===== config.mk =====
export PLATFORM = sky130hd
export DESIGN_NAME = pid_controller_integral_clamp_top
export DESIGN_NICKNAME = d
export VERILOG_FILES = /design/src/design/pidc_pkg.sv /design/src/design/pidc_mul.sv /design/src/design/pidc_div.sv /design/src/design/pid_controller_integral_clamp_top.sv
export SDC_FILE = /design/constraint.sdc
export NUM_CORES = 2
export LEC_CHECK = 0
export BUFFER_PORTS_ARGS = -buffer_cell sky130_fd_sc_hd__buf_2
export CAP_MARGIN = 20
export CELL_PAD_IN_SITES_DETAIL_PLACEMENT = 1
export CELL_PAD_IN_SITES_GLOBAL_PLACEMENT = 2
export CORE_MARGIN = 5
export CORE_UTILIZATION = 40
export CTS_CLUSTER_DIAMETER = 30
export CTS_CLUSTER_SIZE = 16
export DETAILED_ROUTE_END_ITERATION = 16
export PLACE_DENSITY_LB_ADDON = 0.1
export SLEW_MARGIN = 20
export SYNTH_ARGS = -nofsm -noshare
export SYNTH_HDL_FRONTEND = slang
export SYNTH_SLANG_ARGS = --single-unit

===== constraint.sdc =====
create_clock -name clk -period 8.85 [get_ports clk]
set_clock_uncertainty 0.2 [all_clocks]
set_input_delay 0.4425 -clock clk [delete_from_list [all_inputs] [get_ports clk]]
set_output_delay 0.4425 -clock clk [all_outputs]
set_load 0.05 [all_outputs]

===== src/design/pidc_pkg.sv =====
package pidc_pkg;

  localparam int SMP_W   = 16;
  localparam int ERR_W   = 17;
  localparam int DIFF_W  = 18;
  localparam int GAIN_W  = 16;
  localparam int LIM_W   = 31;
  localparam int INT_W   = 32;
  localparam int SUM_W   = 34;
  localparam int DRV_W   = 32;
  localparam int MA_W    = 17;
  localparam int MB_W    = 33;
  localparam int PROD_W  = MA_W + MB_W;
  localparam int ACC_W   = PROD_W + 1;
  localparam int FRAC_W  = 16;
  localparam int DIVD_W  = 33;
  localparam int DIVS_W  = 16;
  localparam int CNT_W   = 6;
  localparam int IDX_W   = 2;

  localparam logic [CNT_W-1:0] DIV_STEPS = CNT_W'(DIVD_W);

  localparam logic [IDX_W-1:0] REG_GAIN_P    = 2'd0;
  localparam logic [IDX_W-1:0] REG_GAIN_I    = 2'd1;
  localparam logic [IDX_W-1:0] REG_GAIN_D    = 2'd2;
  localparam logic [IDX_W-1:0] REG_INT_LIMIT = 2'd3;

  typedef enum logic [2:0] {
    S_IDLE,
    S_MI,
    S_CLAMP,
    S_MP,
    S_MIN,
    S_WDIV,
    S_MD,
    S_SUM
  } pidc_state_t;

  typedef struct packed {
    logic busy;
    logic done;
  } div_stat_t;

endpackage


===== src/design/pidc_mul.sv =====
module pidc_mul
  import pidc_pkg::*;
(
  input  logic                     clk,
  input  logic signed [MA_W-1:0]   op_a,
  input  logic signed [MB_W-1:0]   op_b,
  output logic        [PROD_W-1:0] prod
);

  logic [PROD_W-1:0] prod_r;
  logic [PROD_W-1:0] prod_nxt;

  always_comb begin
    prod_nxt = PROD_W'($signed(op_a) * $signed(op_b));
  end

  always_ff @(posedge clk) begin
    prod_r <= prod_nxt;
  end

  assign prod = prod_r;

endmodule


===== src/design/pidc_div.sv =====
module pidc_div
  import pidc_pkg::*;
(
  input  logic              clk,
  input  logic              rst_n,
  input  logic              start,
  input  logic [DIVD_W-1:0] dividend,
  input  logic [DIVS_W-1:0] divisor,
  output logic [DIVD_W-1:0] quotient,
  output div_stat_t         stat
);

  logic [DIVD_W-1:0] q_r, q_nxt;
  logic [DIVS_W-1:0] rem_r, rem_nxt;
  logic [DIVS_W-1:0] dvsr_r, dvsr_nxt;
  logic [CNT_W-1:0]  cnt_r, cnt_nxt;
  logic              done_r, done_nxt;
  logic [DIVS_W:0]   trial;
  logic [DIVS_W:0]   trial_sub;
  logic              fits;

  always_comb begin
    trial     = {rem_r, q_r[DIVD_W-1]};
    trial_sub = trial - {1'b0, dvsr_r};
    fits      = (trial >= {1'b0, dvsr_r});
    q_nxt     = q_r;
    rem_nxt   = rem_r;
    dvsr_nxt  = dvsr_r;
    cnt_nxt   = cnt_r;
    done_nxt  = done_r;
    if (start) begin
      q_nxt    = dividend;
      rem_nxt  = '0;
      dvsr_nxt = divisor;
      cnt_nxt  = DIV_STEPS;
      done_nxt = 1'b0;
    end else if (cnt_r != '0) begin
      q_nxt   = {q_r[DIVD_W-2:0], fits};
      rem_nxt = fits ? trial_sub[DIVS_W-1:0] : trial[DIVS_W-1:0];
      cnt_nxt = cnt_r - CNT_W'(1);
      if (cnt_r == CNT_W'(1)) begin
        done_nxt = 1'b1;
      end
    end
  end

  always_ff @(posedge clk) begin
    q_r    <= q_nxt;
    rem_r  <= rem_nxt;
    dvsr_r <= dvsr_nxt;
    if (!rst_n) begin
      cnt_r  <= '0;
      done_r <= 1'b0;
    end else begin
      cnt_r  <= cnt_nxt;
      done_r <= done_nxt;
    end
  end

  assign quotient  = q_r;
  assign stat.busy = (cnt_r != '0);
  assign stat.done = done_r;

endmodule


===== src/design/pid_controller_integral_clamp_top.sv =====
// PID controller with a clamped integral, fixed point.
// Input stream: one request per control step carrying measured value,
// setpoint and step time. Output stream: one result per request with the
// saturated drive in tdata and the saturation flag in tuser.
// Configuration: gains and the integral bound are written through cfg_wr_en,
// cfg_index and cfg_data, one register per cycle. The user must write them
// only while no request is open; the block itself does not enforce this.
// The 33-step radix-2 divider for the derivative sets the time to a result,
// except when the step time is zero and its wait is skipped; the gain
// products share one registered multiplier. in_tready rises again together
// with out_tvalid, so a new request is taken only once the last one is done.
// A stalled receiver holds the result in the output register; the next
// request is accepted and computed meanwhile and then waits in its final
// step until the output register is free.
// Reset (rst_n low, synchronous) clears the integral and the stored error,
// sets the gains to zero and the integral bound to its maximum, and drops
// out_tvalid.
module pid_controller_integral_clamp_top
  import pidc_pkg::*;
(
  input  logic                clk,
  input  logic                rst_n,
  input  logic                in_tvalid,
  output logic                in_tready,
  input  logic [47:0]         in_tdata,   // measured, setpoint, step_time
  output logic                out_tvalid,
  input  logic                out_tready,
  output logic [DRV_W-1:0]    out_tdata,  // drive
  output logic                out_tuser,  // saturated
  input  logic                cfg_wr_en,
  input  logic [IDX_W-1:0]    cfg_index,
  input  logic [LIM_W-1:0]    cfg_data
);

  pidc_state_t state_r, state_nxt;

  logic [GAIN_W-1:0] gain_p_r, gain_i_r, gain_d_r;
  logic [LIM_W-1:0]  limit_r;

  logic [INT_W-1:0]  integral_r, integral_nxt;
  logic [ERR_W-1:0]  prev_err_r, prev_err_nxt;
  logic [ERR_W-1:0]  err_r, err_nxt;
  logic [SMP_W-1:0]  dt_r, dt_nxt;
  logic [DRV_W-1:0]  deriv_r, deriv_nxt;
  logic              hit_r, hit_nxt;
  logic [ACC_W-1:0]  acc_r, acc_nxt;

  logic [DRV_W-1:0]  out_data_r, out_data_nxt;
  logic              out_sat_r, out_sat_nxt;
  logic              out_valid_r, out_valid_nxt;

  logic [SMP_W-1:0]  meas, setp, stime;

  logic signed [MA_W-1:0] mul_a;
  logic signed [MB_W-1:0] mul_b;
  logic [PROD_W-1:0]      prod;

  logic              div_start;
  logic [DIVD_W-1:0] div_dividend;
  logic [DIVD_W-1:0] quotient;
  div_stat_t         div_stat;

  logic [DIFF_W-1:0] diff;
  logic [DIFF_W-1:0] diff_neg;
  logic [ERR_W-1:0]  diff_mag;
  logic              diff_is_neg;

  logic signed [SUM_W-1:0] sum34;
  logic signed [SUM_W-1:0] lim34;
  logic signed [SUM_W-1:0] nlim34;
  logic signed [SUM_W-1:0] clamped;

  logic signed [PROD_W-1:0] prod_sh;
  logic [ACC_W-1:0]         total;
  logic [DIVD_W-1:0]        q_neg;

  assign meas  = in_tdata[15:0];
  assign setp  = in_tdata[31:16];
  assign stime = in_tdata[47:32];

  assign in_tready  = (state_r == S_IDLE);
  assign out_tvalid = out_valid_r;
  assign out_tdata  = out_data_r;
  assign out_tuser  = out_sat_r;

  // derivative numerator magnitude
  always_comb begin
    diff         = {err_r[ERR_W-1], err_r} - {prev_err_r[ERR_W-1], prev_err_r};
    diff_is_neg  = diff[DIFF_W-1];
    diff_neg     = -diff;
    diff_mag     = diff_is_neg ? diff_neg[ERR_W-1:0] : diff[ERR_W-1:0];
    div_dividend = {diff_mag, {FRAC_W{1'b0}}};
    div_start    = (state_r == S_MI);
  end

  // shared multiplier operand select
  always_comb begin
    unique case (state_r)
      S_MI: begin
        mul_a = $signed({1'b0, dt_r});
        mul_b = $signed({{(MB_W-ERR_W){err_r[ERR_W-1]}}, err_r});
      end
      S_CLAMP: begin
        mul_a = $signed({gain_p_r[GAIN_W-1], gain_p_r});
        mul_b = $signed({{(MB_W-ERR_W){err_r[ERR_W-1]}}, err_r});
      end
      S_MP: begin
        mul_a = $signed({gain_i_r[GAIN_W-1], gain_i_r});
        mul_b = $signed({integral_r[INT_W-1], integral_r});
      end
      default: begin
        mul_a = $signed({gain_d_r[GAIN_W-1], gain_d_r});
        mul_b = $signed({deriv_r[DRV_W-1], deriv_r});
      end
    endcase
  end

  pidc_mul u_mul (
    .clk  (clk),
    .op_a (mul_a),
    .op_b (mul_b),
    .prod (prod)
  );

  pidc_div u_div (
    .clk      (clk),
    .rst_n    (rst_n),
    .start    (div_start),
    .dividend (div_dividend),
    .divisor  (dt_r),
    .quotient (quotient),
    .stat     (div_stat)
  );

  always_comb begin
    sum34   = $signed({{(SUM_W-INT_W){integral_r[INT_W-1]}}, integral_r})
            + $signed(prod[SUM_W-1:0]);
    lim34   = $signed({{(SUM_W-LIM_W){1'b0}}, limit_r});
    nlim34  = -lim34;
    if (sum34 <= 0) begin
      clamped = (sum34 < nlim34) ? nlim34 : sum34;
    end else begin
      clamped = (sum34 > lim34) ? lim34 : sum34;
    end
    prod_sh = $signed(prod) >>> FRAC_W;
    total   = acc_r + {prod[PROD_W-1], prod};
    q_neg   = -quotient;
  end

  always_comb begin
    state_nxt     = state_r;
    integral_nxt  = integral_r;
    prev_err_nxt  = prev_err_r;
    err_nxt       = err_r;
    dt_nxt        = dt_r;
    deriv_nxt     = deriv_r;
    hit_nxt       = hit_r;
    acc_nxt       = acc_r;
    out_data_nxt  = out_data_r;
    out_sat_nxt   = out_sat_r;
    out_valid_nxt = out_valid_r;

    if (out_valid_r && out_tready) begin
      out_valid_nxt = 1'b0;
    end

    unique case (state_r)
      S_IDLE: begin
        if (in_tvalid) begin
          err_nxt   = {setp[SMP_W-1], setp} - {meas[SMP_W-1], meas};
          dt_nxt    = stime;
          state_nxt = S_MI;
        end
      end
      S_MI: begin
        state_nxt = S_CLAMP;
      end
      S_CLAMP: begin
        integral_nxt = clamped[INT_W-1:0];
        state_nxt    = S_MP;
      end
      S_MP: begin
        acc_nxt   = {prod[PROD_W-1], prod};
        state_nxt = S_MIN;
      end
      S_MIN: begin
        acc_nxt   = acc_r + {prod_sh[PROD_W-1], prod_sh};
        state_nxt = S_WDIV;
      end
      S_WDIV: begin
        if (dt_r == '0) begin
          deriv_nxt = '0;
          hit_nxt   = 1'b0;
          state_nxt = S_MD;
        end else if (div_stat.done) begin
          if (diff_is_neg) begin
            if (quotient > {2'b01, {(DIVD_W-2){1'b0}}}) begin
              deriv_nxt = {1'b1, {(DRV_W-1){1'b0}}};
              hit_nxt   = 1'b1;
            end else begin
              deriv_nxt = q_neg[DRV_W-1:0];
              hit_nxt   = 1'b0;
            end
          end else begin
            if (quotient[DIVD_W-1:DRV_W-1] != '0) begin
              deriv_nxt = {1'b0, {(DRV_W-1){1'b1}}};
              hit_nxt   = 1'b1;
            end else begin
              deriv_nxt = quotient[DRV_W-1:0];
              hit_nxt   = 1'b0;
            end
          end
          state_nxt = S_MD;
        end
      end
      S_MD: begin
        state_nxt = S_SUM;
      end
      S_SUM: begin
        if (!out_valid_r || out_tready) begin
          if (total[ACC_W-1:DRV_W-1] == '0 || total[ACC_W-1:DRV_W-1] == '1) begin
            out_data_nxt = total[DRV_W-1:0];
            out_sat_nxt  = hit_r;
          end else begin
            out_data_nxt = total[ACC_W-1] ? {1'b1, {(DRV_W-1){1'b0}}}
                                          : {1'b0, {(DRV_W-1){1'b1}}};
            out_sat_nxt  = 1'b1;
          end
          out_valid_nxt = 1'b1;
          prev_err_nxt  = err_r;
          state_nxt     = S_IDLE;
        end
      end
      default: begin
        state_nxt = S_IDLE;
      end
    endcase
  end

  always_ff @(posedge clk) begin
    err_r      <= err_nxt;
    dt_r       <= dt_nxt;
    deriv_r    <= deriv_nxt;
    hit_r      <= hit_nxt;
    acc_r      <= acc_nxt;
    out_data_r <= out_data_nxt;
    out_sat_r  <= out_sat_nxt;
    if (!rst_n) begin
      state_r     <= S_IDLE;
      integral_r  <= '0;
      prev_err_r  <= '0;
      out_valid_r <= 1'b0;
    end else begin
      state_r     <= state_nxt;
      integral_r  <= integral_nxt;
      prev_err_r  <= prev_err_nxt;
      out_valid_r <= out_valid_nxt;
    end
  end

  always_ff @(posedge clk) begin
    if (!rst_n) begin
      gain_p_r <= '0;
      gain_i_r <= '0;
      gain_d_r <= '0;
      limit_r  <= '1;
    end else if (cfg_wr_en) begin
      unique case (cfg_index)
        REG_GAIN_P:    gain_p_r <= cfg_data[GAIN_W-1:0];
        REG_GAIN_I:    gain_i_r <= cfg_data[GAIN_W-1:0];
        REG_GAIN_D:    gain_d_r <= cfg_data[GAIN_W-1:0];
        REG_INT_LIMIT: limit_r  <= cfg_data;
        default:       limit_r  <= limit_r;
      endcase
    end
  end

  a_accept_starts: assert property (@(posedge clk) disable iff (!rst_n)
    (in_tvalid && in_tready) |=> (state_r == S_MI))
    else $error("accepted request did not start the sequence");

  a_div_done: assert property (@(posedge clk) disable iff (!rst_n)
    (state_r == S_MD && dt_r != '0) |-> div_stat.done)
    else $error("derivative used before divider finished");

  a_int_clamped: assert property (@(posedge clk) disable iff (!rst_n)
    (state_r == S_MP) |->
      ($signed({{(SUM_W-INT_W){integral_r[INT_W-1]}}, integral_r}) <= lim34 &&
       $signed({{(SUM_W-INT_W){integral_r[INT_W-1]}}, integral_r}) >= nlim34))
    else $error("integral outside its bound");

  a_out_from_sum: assert property (@(posedge clk) disable iff (!rst_n)
    $rose(out_valid_r) |-> ($past(state_r) == S_SUM))
    else $error("result loaded outside the final step");

endmodule


# Yosys cells after proc, flatten, opt, wreduce, memory -nomap -nowiden
# Cells that the tools add are included.
# W data, S select, Z words.
dict set report op_classes {
  addsub 10
  mux 30
  n_bitwise 1
  mul 1
  order_cmp 5
  n_reduce_logical 24
  n_eq_ne 15
}
# cell count
set ops {}
lappend ops {{$mux W32} 9}
lappend ops {{$add A51 B51 Y51} 2}
lappend ops {{$pmux W51 S2} 1}
lappend ops {{$mux W33} 2}
lappend ops {{$pmux W33 S2} 1}
lappend ops {{$pmux W17 S3} 1}
lappend ops {{$mul A17 B33 Y50} 1}
lappend ops {{$add A32 B34 Y34} 1}
lappend ops {{$gt A34 B32 Y1} 1}
lappend ops {{$le A34 B1 Y1 const B} 1}
lappend ops {{$lt A34 B34 Y1} 1}
lappend ops {{$neg A31 Y34} 1}
lappend ops {{$gt A33 B32 Y1 const B} 1}
lappend ops {{$neg A32 Y32} 1}
lappend ops {{$pmux W3 S8} 1}
lappend ops {{$eq A20 B20 Y1 const B} 1}
lappend ops {{$logic_not A20 Y1} 1}
lappend ops {{$sub A17 B17 Y18} 1}
lappend ops {{$ge A17 B16 Y1} 1}
lappend ops {{$mux W17} 1}
lappend ops {{$neg A17 Y17} 1}
lappend ops {{$sub A16 B16 Y17} 1}
lappend ops {{$logic_not A16 Y1} 1}
lappend ops {{$mux W16} 1}
lappend ops {{24 further kinds} 52}
dict set report word_totals {
  output_inout_bits 35
  word_cells 109
  input_bits 86
  ff_bits 404
}

# Longest topological paths before layout
dict set report logic_depth {
  ltp_word 4
  ltp_mapped 36
}

# Hierarchy
# A second synthesis with hierarchy kept.
dict set report unflattened {
  hier_cells 5643
  hier_area_um2 49312.3
}
# module area_each_um2 cells_per_inst instances seq_area_each_um2
set by_module_without_submodules {}
lappend by_module_without_submodules {pid_controller_integral_clamp_top 25201.7 3155 1 7146.9}
lappend by_module_without_submodules {pidc_mul 20255.7 2160 1 1001.0}
lappend by_module_without_submodules {pidc_div 3854.9 328 1 1931.9}

# Least setup slack after synthesis
# Ideal clock, no wire load.
dict set report synth_timing {
  path_kind {register -> register}
  start {register state_r[0]}
  end {register u_mul.prod_r[44] (netlist: u_mul.prod[44])}
  path_stages_with_launch 35
  t_arrival_ns 7.825
  setup_ns 0.127
  required_time_ns 8.523
  synth_period_minus_slack_ns 8.151
  n_path_buf 5
  path_slack_ns 0.699
  path_cell_list {dfxtp_1 > clkbuf_1 > nand2b_1 > clkbuf_1 > and2_1 > clkbuf_1 > clkbuf_1 > o22a_1 > o22a_1 > clkbuf_1 > nand2_1 > fa_1 > inv_1 > fa_1 > inv_1 > fa_1 > inv_1 > fa_1 > fa_1 > inv_1 > fa_1 > inv_1 > ha_1 > and2_1 > and3_1 > nand3_1 > a211oi_1 > a211oi_1 > nor3_1 > a221oi_1 > nor3_1 > o21bai_1 > o21a_1 > o21ai_0 > xor2_1}
}
dict set report synth_via {
  elab_chain_cells 4
  elab_cells_between_ends 7
}
# element line
set synth_lines {}
lappend synth_lines {{start: declaration} pid_controller_integral_clamp_top.sv:35} ;# pidc_state_t state_r, state_nxt;
lappend synth_lines {{start signal: assignment} pid_controller_integral_clamp_top.sv:254} ;# state_r <= state_nxt;
lappend synth_lines {{$eq A3 B1 Y1 / $eq A3 B2 Y1 (equally long branches)} pid_controller_integral_clamp_top.sv:98} ;# unique case (state_r)
lappend synth_lines {{$reduce_or A2 Y1 (no line)} -}
lappend synth_lines {{$pmux W33 S2} pid_controller_integral_clamp_top.sv:98}
lappend synth_lines {{$mul A17 B33 Y50 (*)} pidc_mul.sv:14} ;# prod_nxt = PROD_W'($signed(op_a) * $signed(op_b));
lappend synth_lines {{via u_mul.prod_nxt[44]} pidc_mul.sv:11} ;# logic [PROD_W-1:0] prod_nxt;
lappend synth_lines {{end signal: assignment} pidc_mul.sv:18} ;# prod_r <= prod_nxt;
lappend synth_lines {{end: declaration} pidc_mul.sv:10} ;# logic [PROD_W-1:0] prod_r;
# The timed path passes the listed nets; every way through them passes the cells marked *.
# A chain may end at the register's enable or synchronous reset.

# Final worst setup path
dict set report layout_timing {
  start {register state_r[0]}
  end {register u_mul.prod_r[49] (netlist: u_mul.prod[49])}
}
# Same word-level chain as after synthesis.

==> reports/results.txt <==
Post-synth EDFFs = 183
Area Overhead vs Synth = 16.3%
Initial Util = 40.3%
Vias/cell = 5.54
CP Buf/Inv Count = 6
# nets final = 6801
crit path DAT = 8790 ps
post-route setup slack = 449 ps
TritonCTS Buffers = 116
Top FF cell, synth = dfxtp_1
status = finished, final reports clean
Synth Register Bits = 404
post-layout instance area = 55300 um2
DRC Markers = 0
reg-to-reg critical path startpoint = state_r[0]$_SDFFE_PN0P_
slowest stage delay, CP = 540 ps
Final Max Tran Viols = 0
ANT cells = 0
Core ar. = 118000 um2
Final setup viols = 0
most frequent cells in the layout = nand2_1, inv_1, fa_1, nor2_1, ha_1
fmax = 119 MHz
Die ar. = 126000 um2
FF-to-FF setup slack = 450 ps
first-pass GRT wire length = 268000 um
number of global-route vias before repair = 43900
router iterations before antenna repair = 5
post-synthesis sequential area ratio = 20.9%
GPL Wtd Cong = 0.928
Max Buffers Root-to-Sink = 3
Slew HR = 27.5%
CTS tree = built
largest net degree at the start of global routing = 76
Worst Setup Path Type = flop to flop
Antenna Nets Post-Route = 0
Async S/R FF share, synth = 0%
CP endpoint = u_mul.prod[49]$_DFF_P_
critical path depth = 31
Die Width = 355 um
delay-heaviest family, CP = adder cells
All-Layer GR Usage = 27.5%
worst slew pin tran = 1090 ps
hold wc startpoint = in_tdata[1]
WL final = 174000 um
Worst Hold Class = input port to flop
number of max-cap violations = 0
# H-tree levels = 3
R2R Path End = u_mul.prod[49]$_DFF_P_
Hold Fails Final Rpt = 0
die height = 355 um
fillers = 13900
Synth Area per Inst = 8.46 um2
Worst Setup Start Kind = flop
initial antenna violation count = 4
Yosys cell types = 87
IO Count = 121
worst path required time = 9240 ps
Final period util = 94.9%
worst skew pair latency = 750 ps
Final Util = 46.8%
Place WS = 203 ps
drt wl/cell = 23.3 um
Crit path top cell by count = fa_1
Synth Instances = 5621
R2R cell count = 31
routed vias = 41300
share of cells above drive strength 1 = 9.12%
clk slew on worst S/H paths = 50 ps
clk sink count = 404
CP max FO = 16
DR iter-0 viols = 2233
FP Rows = 126
Overflow after GRT = 0
synth warn = 0
crit path from = state_r[0]$_SDFFE_PN0P_
Post-DP Area = 50400 um2
synthesized area = 47600 um2
Port Buffer Count = 120
CTS Root Cell = clkbuf_16
Synthesized Nets = 6606
Worst path slowest cell = fa_1
Min Clock Period, post-route = 8400 ps
most common cell after layout, fill and taps aside = nand2_1
Final HPWL DP = 139000 um
Setup crit end kind = flop
-- state kept, by name, summed over array words and instances, names as in the netlist, 6 cells and up --
signal,flops
integral_r,32
err_r,17
u_div.dvsr_r,16
u_div.cnt_r,6
limit_r,31
dt_r,16
gain_i_r,16
prev_err_r,17
u_div.quotient,33
acc_r,51
gain_d_r,16
out_tdata,32
u_mul.prod,50
gain_p_r,16
u_div.rem_r,16
deriv_r,32
-- layout make-up --
type	count	area (um2)	share of cell area [%]
clock buffers	147	3260	5.89
clock inverters	75	971	1.76
inverters	710	2670	4.82
multi-input cells	4263	34200	61.9
flip-flops and latches	404	9920	17.9
well taps	1536	1920	3.47
repair buffers	321	2330	4.22
-- worst min-delay path: cells and delay by family --
family / cells / cell delay (ps)
adders and majority gates: 1 / 160
buffers and inverters: 2 / 170
-- metal layers --
layer | GRT usage (%) | up-vias | routed length, um
li1 | - | 19400 | -
met1 | 37.2 | 20800 | 79300
met2 | 45.6 | 845 | 80600
met3 | 4.99 | 220 | 9320
met4 | 7.08 | 2 | 4490
met5 | 0 | - | 13
-- logic make-up (layout without fill, tap and decap cells) --
family / after synthesis / after routing / synth area share (%)
and+or+nand+nor: 1773 / 1773 / 16.6
adders and majority gates: 899 / 899 / 32.0
AOI/OAI and AO/OA: 1325 / 1325 / 17.9
buffers and inverters: 954 / 1253 / 7.54
muxes: 29 / 29 / 0.621
DFF: 404 / 404 / 20.9
xor gates and xnor gates: 237 / 237 / 4.36
-- how the worst min path moves through the flow --
| stage | endpoint | cells after the start |
|---|---|---|
| 6_report | err_r[1]$_DFFE_PP_ | 3 |
| 5_1_grt | err_r[11]$_DFFE_PP_ | 3 |
| 4_1_cts | gain_i_r[9]$_SDFFE_PN0P_ | 5 |
| 3_5_place_dp | gain_p_r[9]$_SDFFE_PN0P_ | 2 |
| 3_3_place_gp | gain_i_r[5]$_SDFFE_PN0P_ | 2 |
| 2_1_floorplan | gain_i_r[15]$_SDFFE_PN0P_ | 2 |
-- cells in the mapped netlist, drive strengths merged (45+ instances only) --
library cell,count,share of area [%]
clkbuf,230,1.8
xnor2,171,3.1
nand3,58,0.61
edfxtp,183,12
a21oi,348,3.7
xor2,66,1.2
ha,367,9.7
nand4,46,0.61
inv,706,5.6
a21o,135,2.1
o22a,53,0.98
nor2,518,4.1
and3,45,0.59
o21ai,275,2.9
o211ai,54,0.85
a21boi,89,1.4
nand2,744,5.9
nor3,83,0.87
dfxtp,221,9.3
a31oi,73,0.96
fa,532,22
nor2b,45,0.59
-- per-stage QoR --
step	hold WS [ps]	instances	setup TNS [ps]
after floorplan	240	5621	0
after global placement	251	7166	0
after detailed placement	260	7168	0
after CTS	7.53	7453	0
after global routing	31.5	7456	-19.9
final	47.3	7456	0
-- timing repair --
action	CTS	global route
setup buffers	0	3
hold endpoints to repair	111	0
hold buffers	63	0
resized for setup	0	15
setup endpoints to repair	0	15
Power is not shown: default switching activity piles up to over one toggle a cycle in this logic, so the estimate is an artifact.
